[src/rtl/tgq_pkg.sv]
// shared types, codes and constants of the tempo grid quantizer
package tgq_pkg;

	localparam int STATE_BITS     = 48;
	localparam int BEAT_IN_BITS   = 40;
	localparam int BEAT_OUT_BITS  = 48;
	localparam int POS_BITS_DEF   = 40;
	localparam int FRAC_BITS_DEF  = 16;

	localparam int TEMPO_BITS     = 17;
	localparam int RATE_BITS      = 19;
	localparam int DIV_BITS       = 7;
	localparam int CFG_IDX_BITS   = 2;
	localparam int CFG_DATA_BITS  = 19;

	localparam logic [TEMPO_BITS-1:0] TEMPO_RST = 17'd12000;
	localparam logic [RATE_BITS-1:0]  RATE_RST  = 19'd44100;
	localparam logic [DIV_BITS-1:0]   DIV_RST   = 7'd16;

	// seconds per minute times hundredths of a beat
	localparam int RATE_MUL       = 6000;
	localparam int RATE_PROD_BITS = 32;

	localparam logic [2:0] REQ_NEAREST      = 3'd0;
	localparam logic [2:0] REQ_NEXT         = 3'd1;
	localparam logic [2:0] REQ_PREV         = 3'd2;
	localparam logic [2:0] REQ_SMP_TO_BEATS = 3'd3;
	localparam logic [2:0] REQ_SMP_TO_BARS  = 3'd4;
	localparam logic [2:0] REQ_BEATS_TO_SMP = 3'd5;
	localparam logic [2:0] REQ_BARS_TO_SMP  = 3'd6;

	localparam logic [CFG_IDX_BITS-1:0] CFG_TEMPO = 2'd0;
	localparam logic [CFG_IDX_BITS-1:0] CFG_RATE  = 2'd1;
	localparam logic [CFG_IDX_BITS-1:0] CFG_DIV   = 2'd2;

	typedef enum logic [1:0] {
		CAL_IDLE,
		CAL_LOAD,
		CAL_RUN
	} tgq_cal_state_t;

	typedef struct packed {
		logic       valid;
		logic [2:0] req;
	} tgq_ctrl_t;

endpackage

[src/rtl/tgq_div_cell.sv]
// one restoring division step of the position divider chain
module tgq_div_cell #(
	parameter int POS_BITS  = tgq_pkg::POS_BITS_DEF,
	parameter int FRAC_BITS = tgq_pkg::FRAC_BITS_DEF,
	parameter int BIT       = 0
) (
	input  logic                                    clk,
	input  logic                                    arst_n,
	input  tgq_pkg::tgq_ctrl_t                      ctrl_in,
	input  logic [POS_BITS-1:0]                     pos_in,
	input  logic [tgq_pkg::BEAT_IN_BITS-1:0]        beats_in,
	input  logic [tgq_pkg::STATE_BITS-1:0]          rem_in,
	input  logic [POS_BITS+2*FRAC_BITS-1:0]         quo_in,
	input  logic [tgq_pkg::STATE_BITS-1:0]          spb,
	input  logic [tgq_pkg::STATE_BITS-1:0]          spg,
	output tgq_pkg::tgq_ctrl_t                      ctrl_out,
	output logic [POS_BITS-1:0]                     pos_out,
	output logic [tgq_pkg::BEAT_IN_BITS-1:0]        beats_out,
	output logic [tgq_pkg::STATE_BITS-1:0]          rem_out,
	output logic [POS_BITS+2*FRAC_BITS-1:0]         quo_out
);

	localparam int SB = tgq_pkg::STATE_BITS;
	localparam int QW = POS_BITS + 2 * FRAC_BITS;

	logic bit_b, bit_g, num_bit, use_beat, ge;
	logic [SB-1:0] d;
	logic [SB:0] t, diff;

	// numerator bit of this cell: position shifted by two fraction widths or by one
	if (BIT >= 2 * FRAC_BITS) begin : g_bit_b
		assign bit_b = pos_in[BIT-2*FRAC_BITS];
	end else begin : g_bit_b0
		assign bit_b = 1'b0;
	end
	if (BIT >= FRAC_BITS && BIT < POS_BITS + FRAC_BITS) begin : g_bit_g
		assign bit_g = pos_in[BIT-FRAC_BITS];
	end else begin : g_bit_g0
		assign bit_g = 1'b0;
	end

	always_comb begin
		use_beat = (ctrl_in.req == tgq_pkg::REQ_SMP_TO_BEATS)
			|| (ctrl_in.req == tgq_pkg::REQ_SMP_TO_BARS);
		d       = use_beat ? spb : spg;
		num_bit = use_beat ? bit_b : bit_g;
		t       = {rem_in, num_bit};
		diff    = t - {1'b0, d};
		ge      = (t >= {1'b0, d});
	end

	always_ff @(posedge clk or negedge arst_n) begin
		if (!arst_n) begin
			ctrl_out <= '0;
		end else begin
			ctrl_out <= ctrl_in;
		end
	end

	always_ff @(posedge clk) begin
		pos_out   <= pos_in;
		beats_out <= beats_in;
		rem_out   <= ge ? diff[SB-1:0] : t[SB-1:0];
		quo_out   <= {quo_in[QW-2:0], ge};
	end

endmodule

[config.mk]
export PLATFORM = sky130hd
export DESIGN_NAME = tgq_div_cell
export DESIGN_NICKNAME = d
export VERILOG_FILES = /design/src/rtl/tgq_pkg.sv /design/src/rtl/tgq_div_cell.sv
export SDC_FILE = /design/constraint.sdc
export NUM_CORES = 1
export LEC_CHECK = 0
export BUFFER_PORTS_ARGS = -buffer_cell sky130_fd_sc_hd__buf_4
export CORE_AREA = 2 2 198 200
export CTS_CLUSTER_SIZE = 25
export DETAILED_ROUTE_END_ITERATION = 10
export DIE_AREA = 0 0 200 202
export PLACE_DENSITY_LB_ADDON = 0.08
export RECOVER_POWER = 50
export SETUP_SLACK_MARGIN = 0.05
export SKIP_CTS_REPAIR_TIMING = 1
export SLEW_MARGIN = 0
export SYNTH_ARGS = -nofsm -noshare
export SYNTH_HDL_FRONTEND = slang
export SYNTH_SLANG_ARGS = --single-unit
[constraint.sdc]
create_clock -name clk -period 0.8 [get_ports clk]
set_input_delay 0.04 -clock clk [delete_from_list [all_inputs] [get_ports clk]]
set_output_delay 0.04 -clock clk [all_outputs]
set_load 0.02 [all_outputs]
* Yosys cells after proc, flatten, opt, wreduce, memory -nomap -nowiden
Index checks and enable logic that the tools add are counted.
** Operators by class
- Add/subtract/negate cells :: 1
- Magnitude comparators :: 1
- Equality and inequality tests :: 2
- Muxes and demuxes :: 2
- Reductions and logical operators :: 1
** Operator list (count)
- $mux W48 :: 2
- $ge A49 B48 Y1 :: 1
- $sub A48 B48 Y48 :: 1
- $eq A3 B2 Y1 const B :: 1
- $eq A3 B3 Y1 const B :: 1
- $logic_or A1 B1 Y1 :: 1
** Word-level totals
- Bits in registers :: 204
- Bits of input ports :: 302
- Output and inout port bits :: 204
- Logic and storage cells :: 14

* Longest topological paths before layout
- Depth in word-level cells :: 5
- Depth in mapped cells :: 18
- Gate-level depth less buffers :: 14

* Worst setup path after synthesis
Ideal clock, no wire load.
- Path type :: input to register
- Start point :: input port ctrl_in[2] in the netlist's numbering
- End point :: register rem_out[16] in the netlist's numbering
- Library setup time :: 123 ps
- Arrival time :: 3805 ps
- Data required time :: 677 ps
- Path slack :: -3128 ps
- Stages on the path :: 17
- Path through :: nor2b_1 > a21boi_0 > buf_1 > buf_1 > mux2i_1 > ha_1 > buf_2 > nand2_1 > nor2_1 > nand3_1 > o311ai_2 > o21ai_1 > a21boi_2 > nor3_2 > o31ai_4 > buf_6 > mux2_1
** Between the ends
- Word-level cells in the longest chain between the ends :: 5
- Elaborated cells between the ends (all ways) :: 7
- Those cells by class :: 1 x add/sub; 1 x order compare; 2 x eq/ne; 2 x mux; 1 x reduce/logical
** Ends and longest elaborated chain
- start, declared :: RTL line tgq_div_cell.sv:9 : input tgq_pkg::tgq_ctrl_t ctrl_in,
- $eq A3 B2 Y1 / $eq A3 B3 Y1 (equally long branches) :: RTL line tgq_div_cell.sv:43, tgq_div_cell.sv:44
- $logic_or A1 B1 Y1 * :: RTL line tgq_div_cell.sv:44 : || (ctrl_in.req == tgq_pkg::REQ_SMP_TO_BARS);
- $mux W48 * :: RTL line tgq_div_cell.sv:45 : d = use_beat ? spb : spg;
- $sub A48 B48 Y48 / $ge A49 B48 Y1 (equally long branches) :: RTL line tgq_div_cell.sv:48, tgq_div_cell.sv:49
- $mux W48 * :: RTL line tgq_div_cell.sv:63 : rem_out <= ge ? diff[SB-1:0] : t[SB-1:0];
- end signal, assigned :: RTL line tgq_div_cell.sv:63
- end, declared :: RTL line tgq_div_cell.sv:19 : output logic [tgq_pkg::STATE_BITS-1:0] rem_out,
Mark *: on every way between the ends. The rest lies on a longest branch, timed or not.
A chain may end at the register's enable or synchronous reset.

* Worst setup path in the final report
- Start point :: input port ctrl_in[0] in the netlist's numbering
- End point :: register rem_out[44] in the netlist's numbering
The elaborated chain is that of the path after synthesis.

==> qor.csv <==
metric;value;unit
synth_common_cells;200 x dfxtp_1, 87 x a21oi_1, 56 x nor2_1;
antenna_left;0;
hpwl;29900;um
clkTransAtPathRegs;0.06;ns
cts-htree-levels;1;
num_rows;72;
layout.nets;2044;
cts-buffers-inserted;25;
synth_area;0.00798;mm2
boundaryPins;506;
ys_seq_elements;204;
post-route-min-period;3.00;ns
async_flop_share;0.0196;
power.leakage;8.77;nW
route.detailed.drc;0;
synthTopCellsByArea;dfxtp_1 50%, ha_1 7.5%, mux2i_1 6.0%;
max-vdd-ir-drop;0.00133;V
cp-start-kind;primary input;
root_buffer;clkbuf_16;
synth.distinct_cells;61;
synth_edf_count;0;
power.density;1980;mW/mm2
clock_path_buffers;3;
holdWs;0.0395;ns
area_delta_synth_final;134;%
violations;negative setup slack;
tightestPinTransition;0.404;ns
fp.dieH;202;um
clock_sinks;204;
maxCapViolCount;0;
hp-class;in2reg;
worstPathArrival;3.43;ns
die_w;200;um
rsz0062_at_grt;true;
viasPerCell;4.10;
grt_max_degree;22;
detail_route.first_pass.iterations;4;
cts_tree;done;
synth_area_per_cell;10.5;um2
fmax;0.333;GHz
cp_max_fo;7;
fin_util;0.487;
grt_overflow_total;0;
globalplace.congestion;0.784;
wl_per_cell;17.9;um
setup_violations;253;
start_util;0.208;
hold_start;rem_in[1];
portBuffers;504;
drt_iter0_drc;225;
die_area;0.0404;mm2
layout_setup_ws;-2.20;ns
required;1.23;ns
syn_nets;1114;
crit_type;in2reg;
synth_top_area_cell;dfxtp_1;
grt_pass1_wl;50000;um
finalHoldViolations;0;
ys_seq_area_frac;0.514;
postSynthCellCount;763;
routed_wl;39900;um
place_area;0.0140;mm2
status;complete, but fails checks;
fin_crit_sh;3.75;
grt_pass1_vias;8274;
crit_path_end_kind;flip-flop;
grt_use_total;0.165;
num_vias;9141;
synth_top_area_share;0.502;
drive_above_1_share;0.630;
slew_viol_final;0;
synth_top_flop_cell;dfxtp_1;
ys_warn_count;0;
slew_headroom;0.729;
antenna_found_initial;2;
cp-startpoint;ctrl_in[0];
coreArea;0.0383;mm2
fin_area;0.0186;mm2
yosysMostFrequentCell;dfxtp_1;
-- stage by stage --
stage               instances  power, mW  setup TNS [ns]  setup slack, ns
finish                   2229       37.0         -147.85            -2.20
detailed placement       1957       22.8         -141.26            -2.94
floorplan                 763       17.0         -112.77            -2.42
CTS                      2000       34.8         -168.14            -2.36
global route             2229       38.8         -163.04            -2.36
global placement         1957       22.8         -137.64            -2.86
-- power by group --
group,switching [mW],internal (mW),total [mW]
Sequential,0.550,11.5,12.0
Clock,4.65,7.11,11.8
Combinational,5.84,7.35,13.2
-- logic make-up (layout without fill, tap and decap cells) --
group,Yosys count,after routing,share of synthesized area
AOI/OAI and AO/OA,189,189,0.150
xor gates and xnor gates,45,45,0.0494
adders and majority gates,49,49,0.0777
buffers and inverters,54,1000,0.0313
DFF,204,204,0.514
muxes,62,62,0.0799
other,0,2,0
and+or+nand+nor,160,160,0.0978
-- cell type report --
| cell class | instances | area, um2 |
|---|---|---|
| Sequential cell | 204 | 4360 |
| Tap cell | 518 | 648 |
| Timing Repair Buffer | 937 | 8550 |
| Clock buffer | 31 | 688 |
| Fill cell | 3470 | 19600 |
| Multi-Input combinational cell | 505 | 4160 |
| Antenna cell | 2 | 5.00 |
| Inverter | 20 | 75.1 |
| Clock inverter | 12 | 165 |
-- layer usage --
metal | vias up | share of wire | global-route usage
met5 | - | 0 | 0
met4 | 0 | 0.026 | 0.0392
met3 | 63 | 0.054 | 0.0360
met2 | 291 | 0.52 | 0.315
met1 | 4218 | 0.40 | 0.183
li1 | 4569 | - | -
-- final timing paths --
kind / end / slack (ns) / depth (start not counted)
setup / recovery: rem_out[44]$_DFF_P_ / -2.20 / 18
hold / removal: rem_out[2]$_DFF_P_ / 0.04 / 4
max in group asynchronous: ctrl_out[3]$_DFF_PN0_ / 0.21 / 3
min in group asynchronous: ctrl_out[1]$_DFF_PN0_ / 0.42 / 3
-- critical path, stage by stage --
cell and delay [ns]:
buf_8 0.11, nand3b_1 0.10, a21boi_4 0.33, buf_12 0.18
buf_6 0.11, mux2i_1 0.21, ha_2 0.35, a21oi_2 0.12
o21ai_1 0.08, nor3_2 0.15, buf_4 0.17, o21bai_4 0.07
a221o_1 0.38, a21oi_2 0.21, o211ai_1 0.20, o31ai_1 0.33
xor2_1 0.21, a21oi_2 0.07
-- placed cells by master (no fill, tap or decap), drive strengths merged, types with 24 or more instances in the layout --
master	instances
a21oi	88
ha	48
mux2i	48
dlygate4sd3	204
xnor2	26
buf	701
nand2	27
clkbuf	63
nor2	56
a21o	24
dfxtp	200
-- state kept, by name (all words and copies together), names as in the netlist --
name       cells
quo_out       72
rem_out       48
beats_out     40
pos_out       40
ctrl_out       4
Power figures use the tool's default switching activity.
