`src/rtl/tgq_pkg.sv`:
```
// shared types, codes and constants of the tempo grid quantizer
package tgq_pkg;

	localparam int STATE_BITS     = 48;
	localparam int BEAT_IN_BITS   = 40;
	localparam int BEAT_OUT_BITS  = 48;
	localparam int POS_BITS_DEF   = 40;
	localparam int FRAC_BITS_DEF  = 16;

	localparam int TEMPO_BITS     = 17;
	localparam int RATE_BITS      = 19;
	localparam int DIV_BITS       = 7;
	localparam int CFG_IDX_BITS   = 2;
	localparam int CFG_DATA_BITS  = 19;

	localparam logic [TEMPO_BITS-1:0] TEMPO_RST = 17'd12000;
	localparam logic [RATE_BITS-1:0]  RATE_RST  = 19'd44100;
	localparam logic [DIV_BITS-1:0]   DIV_RST   = 7'd16;

	// seconds per minute times hundredths of a beat
	localparam int RATE_MUL       = 6000;
	localparam int RATE_PROD_BITS = 32;

	localparam logic [2:0] REQ_NEAREST      = 3'd0;
	localparam logic [2:0] REQ_NEXT         = 3'd1;
	localparam logic [2:0] REQ_PREV         = 3'd2;
	localparam logic [2:0] REQ_SMP_TO_BEATS = 3'd3;
	localparam logic [2:0] REQ_SMP_TO_BARS  = 3'd4;
	localparam logic [2:0] REQ_BEATS_TO_SMP = 3'd5;
	localparam logic [2:0] REQ_BARS_TO_SMP  = 3'd6;

	localparam logic [CFG_IDX_BITS-1:0] CFG_TEMPO = 2'd0;
	localparam logic [CFG_IDX_BITS-1:0] CFG_RATE  = 2'd1;
	localparam logic [CFG_IDX_BITS-1:0] CFG_DIV   = 2'd2;

	typedef enum logic [1:0] {
		CAL_IDLE,
		CAL_LOAD,
		CAL_RUN
	} tgq_cal_state_t;

	typedef struct packed {
		logic       valid;
		logic [2:0] req;
	} tgq_ctrl_t;

endpackage

```
`src/rtl/tgq_cal.sv`:
```
// configuration registers and bit-serial recalculation of beat and grid lengths
module tgq_cal #(
	parameter int FRAC_BITS = tgq_pkg::FRAC_BITS_DEF
) (
	input  logic                                 clk,
	input  logic                                 arst_n,
	input  logic                                 cfg_we,
	input  logic [tgq_pkg::CFG_IDX_BITS-1:0]     cfg_idx,
	input  logic [tgq_pkg::CFG_DATA_BITS-1:0]    cfg_wdata,
	output logic                                 busy,
	output logic [tgq_pkg::STATE_BITS-1:0]       spb,
	output logic [tgq_pkg::STATE_BITS-1:0]       spg
);

	localparam int SB = tgq_pkg::STATE_BITS;
	localparam int NW = tgq_pkg::RATE_PROD_BITS + FRAC_BITS;
	localparam int DW = NW + 2;
	localparam int TW = tgq_pkg::TEMPO_BITS;
	localparam int GW = tgq_pkg::TEMPO_BITS + tgq_pkg::DIV_BITS;
	localparam int EW = (DW > SB) ? DW : SB;
	localparam int CW = $clog2(DW);

	logic [tgq_pkg::TEMPO_BITS-1:0] tempo_q;
	logic [tgq_pkg::RATE_BITS-1:0]  rate_q;
	logic [tgq_pkg::DIV_BITS-1:0]   div_q;

	tgq_pkg::tgq_cal_state_t state_q, state_nx;
	logic cfg_hit, do_load, do_step, last;

	logic [DW-1:0] num_q, qb_q, qg_q, qb_nx, qg_nx;
	logic [TW-1:0] remb_q, denb_q;
	logic [GW-1:0] remg_q, deng_q;
	logic [CW-1:0] cnt_q;
	logic [tgq_pkg::RATE_PROD_BITS-1:0] rate_prod;
	logic [TW:0] tb, db;
	logic [GW:0] tg, dg;
	logic geb, geg;
	logic [EW-1:0] qb_ext, qg_ext;

	assign cfg_hit = cfg_we && (cfg_idx == tgq_pkg::CFG_TEMPO || cfg_idx == tgq_pkg::CFG_RATE
		|| cfg_idx == tgq_pkg::CFG_DIV);
	assign last = (cnt_q == '0);

	always_ff @(posedge clk or negedge arst_n) begin
		if (!arst_n) begin
			tempo_q <= tgq_pkg::TEMPO_RST;
			rate_q  <= tgq_pkg::RATE_RST;
			div_q   <= tgq_pkg::DIV_RST;
		end else if (cfg_we) begin
			case (cfg_idx)
				tgq_pkg::CFG_TEMPO: tempo_q <= cfg_wdata[tgq_pkg::TEMPO_BITS-1:0];
				tgq_pkg::CFG_RATE:  rate_q  <= cfg_wdata[tgq_pkg::RATE_BITS-1:0];
				tgq_pkg::CFG_DIV:   div_q   <= cfg_wdata[tgq_pkg::DIV_BITS-1:0];
				default: ;
			endcase
		end
	end

	always_comb begin
		priority if (cfg_hit) begin
			state_nx = tgq_pkg::CAL_LOAD;
		end else begin
			unique case (state_q)
				tgq_pkg::CAL_IDLE: state_nx = tgq_pkg::CAL_IDLE;
				tgq_pkg::CAL_LOAD: state_nx = tgq_pkg::CAL_RUN;
				tgq_pkg::CAL_RUN:  state_nx = last ? tgq_pkg::CAL_IDLE : tgq_pkg::CAL_RUN;
				default:           state_nx = tgq_pkg::CAL_IDLE;
			endcase
		end
	end

	always_comb begin
		busy    = (state_q != tgq_pkg::CAL_IDLE);
		do_load = (state_q == tgq_pkg::CAL_LOAD);
		do_step = (state_q == tgq_pkg::CAL_RUN);
	end

	always_ff @(posedge clk or negedge arst_n) begin
		if (!arst_n) begin
			state_q <= tgq_pkg::CAL_LOAD;
			cnt_q   <= '0;
		end else begin
			state_q <= state_nx;
			if (do_load) begin
				cnt_q <= CW'(DW - 1);
			end else if (do_step && !last) begin
				cnt_q <= cnt_q - 1'b1;
			end
		end
	end

	// one restoring step for each divider; beat length uses the same stream and drops two bits
	always_comb begin
		rate_prod = tgq_pkg::RATE_PROD_BITS'(32'(rate_q) * 32'(tgq_pkg::RATE_MUL));
		tb    = {remb_q, num_q[DW-1]};
		tg    = {remg_q, num_q[DW-1]};
		db    = {1'b0, denb_q};
		dg    = {1'b0, deng_q};
		geb   = (tb >= db);
		geg   = (tg >= dg);
		qb_nx = {qb_q[DW-2:0], geb};
		qg_nx = {qg_q[DW-2:0], geg};
		qb_ext = EW'(qb_nx >> 2);
		qg_ext = EW'(qg_nx);
	end

	always_ff @(posedge clk) begin
		if (do_load) begin
			num_q  <= DW'(rate_prod) << (FRAC_BITS + 2);
			remb_q <= '0;
			remg_q <= '0;
			qb_q   <= '0;
			qg_q   <= '0;
			denb_q <= tempo_q;
			deng_q <= GW'(tempo_q) * GW'(div_q);
		end else if (do_step) begin
			num_q  <= num_q << 1;
			remb_q <= geb ? TW'(tb - db) : tb[TW-1:0];
			remg_q <= geg ? GW'(tg - dg) : tg[GW-1:0];
			qb_q   <= qb_nx;
			qg_q   <= qg_nx;
		end
	end

	always_ff @(posedge clk or negedge arst_n) begin
		if (!arst_n) begin
			spb <= '0;
			spg <= '0;
		end else if (do_step && last) begin
			if (denb_q == '0) begin
				spb <= '0;
			end else if (qb_ext > EW'({SB{1'b1}})) begin
				spb <= '1;
			end else begin
				spb <= qb_ext[SB-1:0];
			end
			if (deng_q == '0) begin
				spg <= '0;
			end else if (qg_ext > EW'({SB{1'b1}})) begin
				spg <= '1;
			end else begin
				spg <= qg_ext[SB-1:0];
			end
		end
	end

endmodule

```
`config.mk`:
```
export PLATFORM = sky130hd
export DESIGN_NAME = tgq_cal
export DESIGN_NICKNAME = d
export VERILOG_FILES = /design/src/rtl/tgq_pkg.sv /design/src/rtl/tgq_cal.sv
export SDC_FILE = /design/constraint.sdc
export NUM_CORES = 1
export LEC_CHECK = 0
export BUFFER_PORTS_ARGS = -buffer_cell sky130_fd_sc_hd__buf_4
export CORE_MARGIN = 2
export CORE_UTILIZATION = 53
export DETAILED_ROUTE_END_ITERATION = 16
export PLACE_DENSITY_LB_ADDON = 0.12
export SLEW_MARGIN = 10
export SYNTH_ARGS = -nofsm -noshare
export SYNTH_HDL_FRONTEND = slang
export SYNTH_SLANG_ARGS = --single-unit
export TNS_END_PERCENT = 50
```
`constraint.sdc`:
```
create_clock -name clk -period 7.2 [get_ports clk]
set_clock_uncertainty 0.2 [all_clocks]
set_input_delay 1.08 -clock clk [delete_from_list [all_inputs] [get_ports clk]]
set_output_delay 1.08 -clock clk [all_outputs]
set_load 0.02 [all_outputs]
```
Word-level counts from Yosys, hierarchy flattened:

Cells that the tools add are included.

* output and inout port bits: 97
* word-level logic and storage cells: 56
* input bits: 24
* register bits: 355

* magnitude comparators: 4
* reduce and logical (&&, ||, !) cells: 16
* add/sub/neg operators: 3
* muxes and demuxes: 13
* eq/ne operators: 4
* $mul: 2

Operator list (count)
* $mux W48: 4
* $mux W50: 2
* $gt A50 B48 Y1 const B: 1
* $gt A48 B48 Y1 const B: 1
* $mul A19 B9 Y28 const B: 1
* $ge A25 B24 Y1: 1
* $logic_not A24 Y1: 1
* $mul A17 B7 Y24: 1
* $mux W24: 1
* $sub A24 B24 Y24: 1
* $ge A18 B17 Y1: 1
* $logic_not A17 Y1: 1
* $mux W17: 1
* $sub A17 B17 Y17: 1
* $mux W6: 2
* $logic_not A6 Y1: 1
* $reduce_and A2 Y1: 3
* $reduce_bool A2 Y1: 3
* $sub A6 B1 Y6 const B: 1
* $eq A2 B1 Y1 const B: 2
* $eq A2 B2 Y1 const B: 2
* $mux W2: 2
* $pmux W2 S2: 1
* $logic_and A1 B1 Y1: 3
* 3 further kinds: 4

Longest topological paths before layout:

* depth in word-level cells: 5
* mapped depth: 19
* depth with buffers taken out: 18

Worst setup path before layout:

OpenSTA, ideal clock, no wires.

* path kind: register to register
* start: register div_q[4] (netlist bit)
* end: register deng_q[22] (data pin)
* path buffers: 1
* cell stages (with the launch flop): 18
* library setup time: 258 ps
* arrival time: 4737 ps
* setup slack: 2005 ps
* path through: dfstp_2 > clkbuf_1 > nand2_1 > fa_1 > fa_1 > inv_1 > fa_1 > inv_1 > fa_1 > inv_1 > ha_1 > o21ai_0 > o211ai_1 > a31oi_1 > o41ai_1 > a211o_1 > a21oi_1 > xnor2_1

* cells in the longest elaborated chain, start to end: 1

RTL lines
* start: declaration: RTL line tgq_cal.sv:25 `logic [tgq_pkg::DIV_BITS-1:0] div_q;`
* start signal: assignment: RTL line tgq_cal.sv:48 `div_q <= tgq_pkg::DIV_RST;`
* start signal: assignment: RTL line tgq_cal.sv:53 `tgq_pkg::CFG_DIV: div_q <= cfg_wdata[tgq_pkg::DIV_BITS-1:0];`
* $mul A17 B7 Y24: RTL line tgq_cal.sv:115 `deng_q <= GW'(tempo_q) * GW'(div_q);`
* end signal: assignment: RTL line tgq_cal.sv:115
* end: declaration: RTL line tgq_cal.sv:32 `logic [GW-1:0] remg_q, deng_q;`

Every way passes these cells.
A chain may end at the register's enable or synchronous reset.

Worst setup path in the final report:

* start: register div_q[3] (netlist bit)
* end: register deng_q[22] (data pin)

The elaborated chain is that of the path after synthesis.

==> run summary <==
status - finished, final reports clean
# setup viols final - 0
GRT Util Overall - 21.71%
Synth Instances - 2350
Die W - 214.1 µm
sequential element share of the synthesized area - 36.55%
Max FO, Critical Path - 18
antenna viol nets, final - 0
Layout Nets - 2781
Max Transition Viols Final - 0
pin count of the biggest net entering global routing - 151
CP arrival - 5.86 ns
post-cts resize count - 0
Yosys reg bits - 355
commonest cells after routing, fill and taps aside - inv_1, nor2_1, ha_1
Hold Path Class - flip-flop to flip-flop
syn_nets - 2698
PortBufs - 120
die area - 45850 µm²
Starting DRT DRC Count - 964
Slew headroom - 20.62%
CTS tree - done
GRT overflow - 0
setup TNS - 0 ns
CP endpoint kind - flip-flop
share of layout cells above drive strength 1 - 12.09%
worst-margin pin slew - 1.191 ns
Syn Area/Cell - 9.957 µm²
CP Launch Type - flip-flop
RePlAce Congestion - 0.8412
RSZ-0062 raised after global routing - no
Clock transition at path regs - 0.06 ns
DRC errors left - 0
top cell type's share of synthesized area - 14.12%
first-pass detailed-route iteration total - 5
final critical-path required period - 5.753 ns
Ant. Diodes - 0
CP Class - flip-flop to flip-flop
Vias - 16.42k
area growth from synthesis to layout - 11.95%
synth unique cells - 70
postcts setup bufs - 0
I/O pins - 121
ys flop type - dfxtp_1
count of final hold-check violations - 0
initial antenna violation count - 1
DP Wirelength - 34990 µm
row cnt - 76
starting density of the core - 53.96%
Synth area leaders - dfrtp_1, fa_1, dfxtp_1
Async SR Flop Fraction - 41.41%
Tcrit/Tclk final - 79.91%
clock buffer depth - 3
cts hold-fix bufs - 0
Post-synth EDFFs - 69
H-tree levels - 2
critical path data required time - 7.31 ns
vias in the first global route - 16.63k
most common cell after layout, fill and taps aside - inv_1
FMAX - 173.8 MHz
first-pass GRT wire length - 83130 µm
Clk Latency, worst-skew pair - 0.57 ns
CTS root buf - clkbuf_16
clock sinks - 355
yosys warns - 0
Avg WL per Cell - 15.90 µm
synthesized area - 23400 µm²
TritonCTS buffer count - 41
final WL - 48510 µm
max-cap check violation count - 0
via density per instance - 5.383
core area - 43360 µm²
largest area contributor in the netlist - dfrtp_1
Die H - 214.1 µm
==> flip-flops by register name, summed over array words and instances (netlist names), 19 cells and up <==
register	flops
deng_q	24
spg	48
remg_q	24
qb_q	49
qg_q	49
num_q	28
rate_q	19
spb	48
==> Yosys cell counts (all sizes together), types with 29 or more instances <==
cell	n
and2	95
mux2	64
a22o	49
xnor2	45
dfxtp	139
edfxtp	69
a21oi	73
mux2i	129
inv	352
nand2	130
a211oi	38
ha	165
dfrtp	132
clkbuf	71
a21o	29
nor2	239
fa	159
o21ai	90
==> cell families (layout without fill, tap and decap cells) <==
family / count (synthesis) / in the layout / synth area share, %
compound gates: 364 / 364 / 10.49
xor+xnor: 67 / 67 / 2.508
fa+ha+maj: 324 / 324 / 22.43
buf+inv: 440 / 555 / 7.138
flops: 355 / 355 / 36.55
mux: 193 / 193 / 8.614
simple gates: 607 / 607 / 12.28
==> cell type report <==
| type | count | area, µm² |
|---|---|---|
| clock inverters | 19 | 188.9 |
| flip-flops and latches | 355 | 8552 |
| clock buffers | 56 | 1195 |
| well taps | 585 | 732.0 |
| inverters | 352 | 1321 |
| repair buffers | 128 | 977.2 |
| fillers | 3717 | 17170 |
| multi-input cells | 1555 | 13230 |
==> final timing paths <==
| kind | depth (start not counted) | to | slack, ns | from |
|---|---|---|---|---|
| max reg2reg | 17 | deng_q[22]$_DFFE_PP_ | 1.45 | div_q[3]$_DFFE_PN0P_ |
| max | 17 | deng_q[22]$_DFFE_PP_ | 1.45 | div_q[3]$_DFFE_PN0P_ |
| min reg2reg | 2 | spg[33]$_DFFE_PN0P_ | 0.28 | spg[33]$_DFFE_PN0P_ |
| min | 2 | spg[33]$_DFFE_PN0P_ | 0.28 | spg[33]$_DFFE_PN0P_ |
| min in group asynchronous | 1 | spb[22]$_DFFE_PN0P_ | 0.32 | arst_n |
| max in group asynchronous | 2 | spg[32]$_DFFE_PN0P_ | 5.12 | arst_n |
==> routing by layer <==
| layer | up-vias | part of all wire [%] | GRT usage, % |
|---|---|---|---|
| li1 | 8002 | - | - |
| met1 | 8061 | 48 | 30.66 |
| met2 | 289 | 46 | 35.47 |
| met3 | 66 | 4.0 | 2.851 |
| met4 | 0 | 2.0 | 5.694 |
| met5 | - | 0 | 0 |
==> through the flow <==
stage | hold WS [ns] | instances | setup slack, ns | utilization, % | instance area, µm²
final | 0.2753 | 3050 | 1.447 | 60.41 | 26200
after global routing | 0.3027 | 3050 | 1.137 | 60.41 | 26200
after CTS | 0.2853 | 3050 | 1.504 | 60.41 | 26200
after detailed placement | 0.2720 | 2975 | 1.513 | 57.22 | 24810
after global placement | 0.2614 | 2975 | 1.594 | 57.22 | 24810
after floorplan | 0.2488 | 2350 | 2.005 | - | 23400
==> worst max-delay path: stages (launching register included) <==
cell and delay [ns]:
dfrtp_1 0.60, and2_1 0.27, fa_1 0.53, inv_1 0.05, fa_1 0.48, inv_1 0.05
fa_1 0.53, inv_1 0.06, fa_1 0.53, inv_1 0.04, ha_1 0.31, o21ai_0 0.14
o211ai_1 0.26, a31oi_1 0.17, o41ai_1 0.82, a211o_1 0.22, a21oi_1 0.08, xnor2_1 0.14
Power is not shown: default switching activity piles up to over one toggle a cycle in this logic, so the estimate is an artifact.
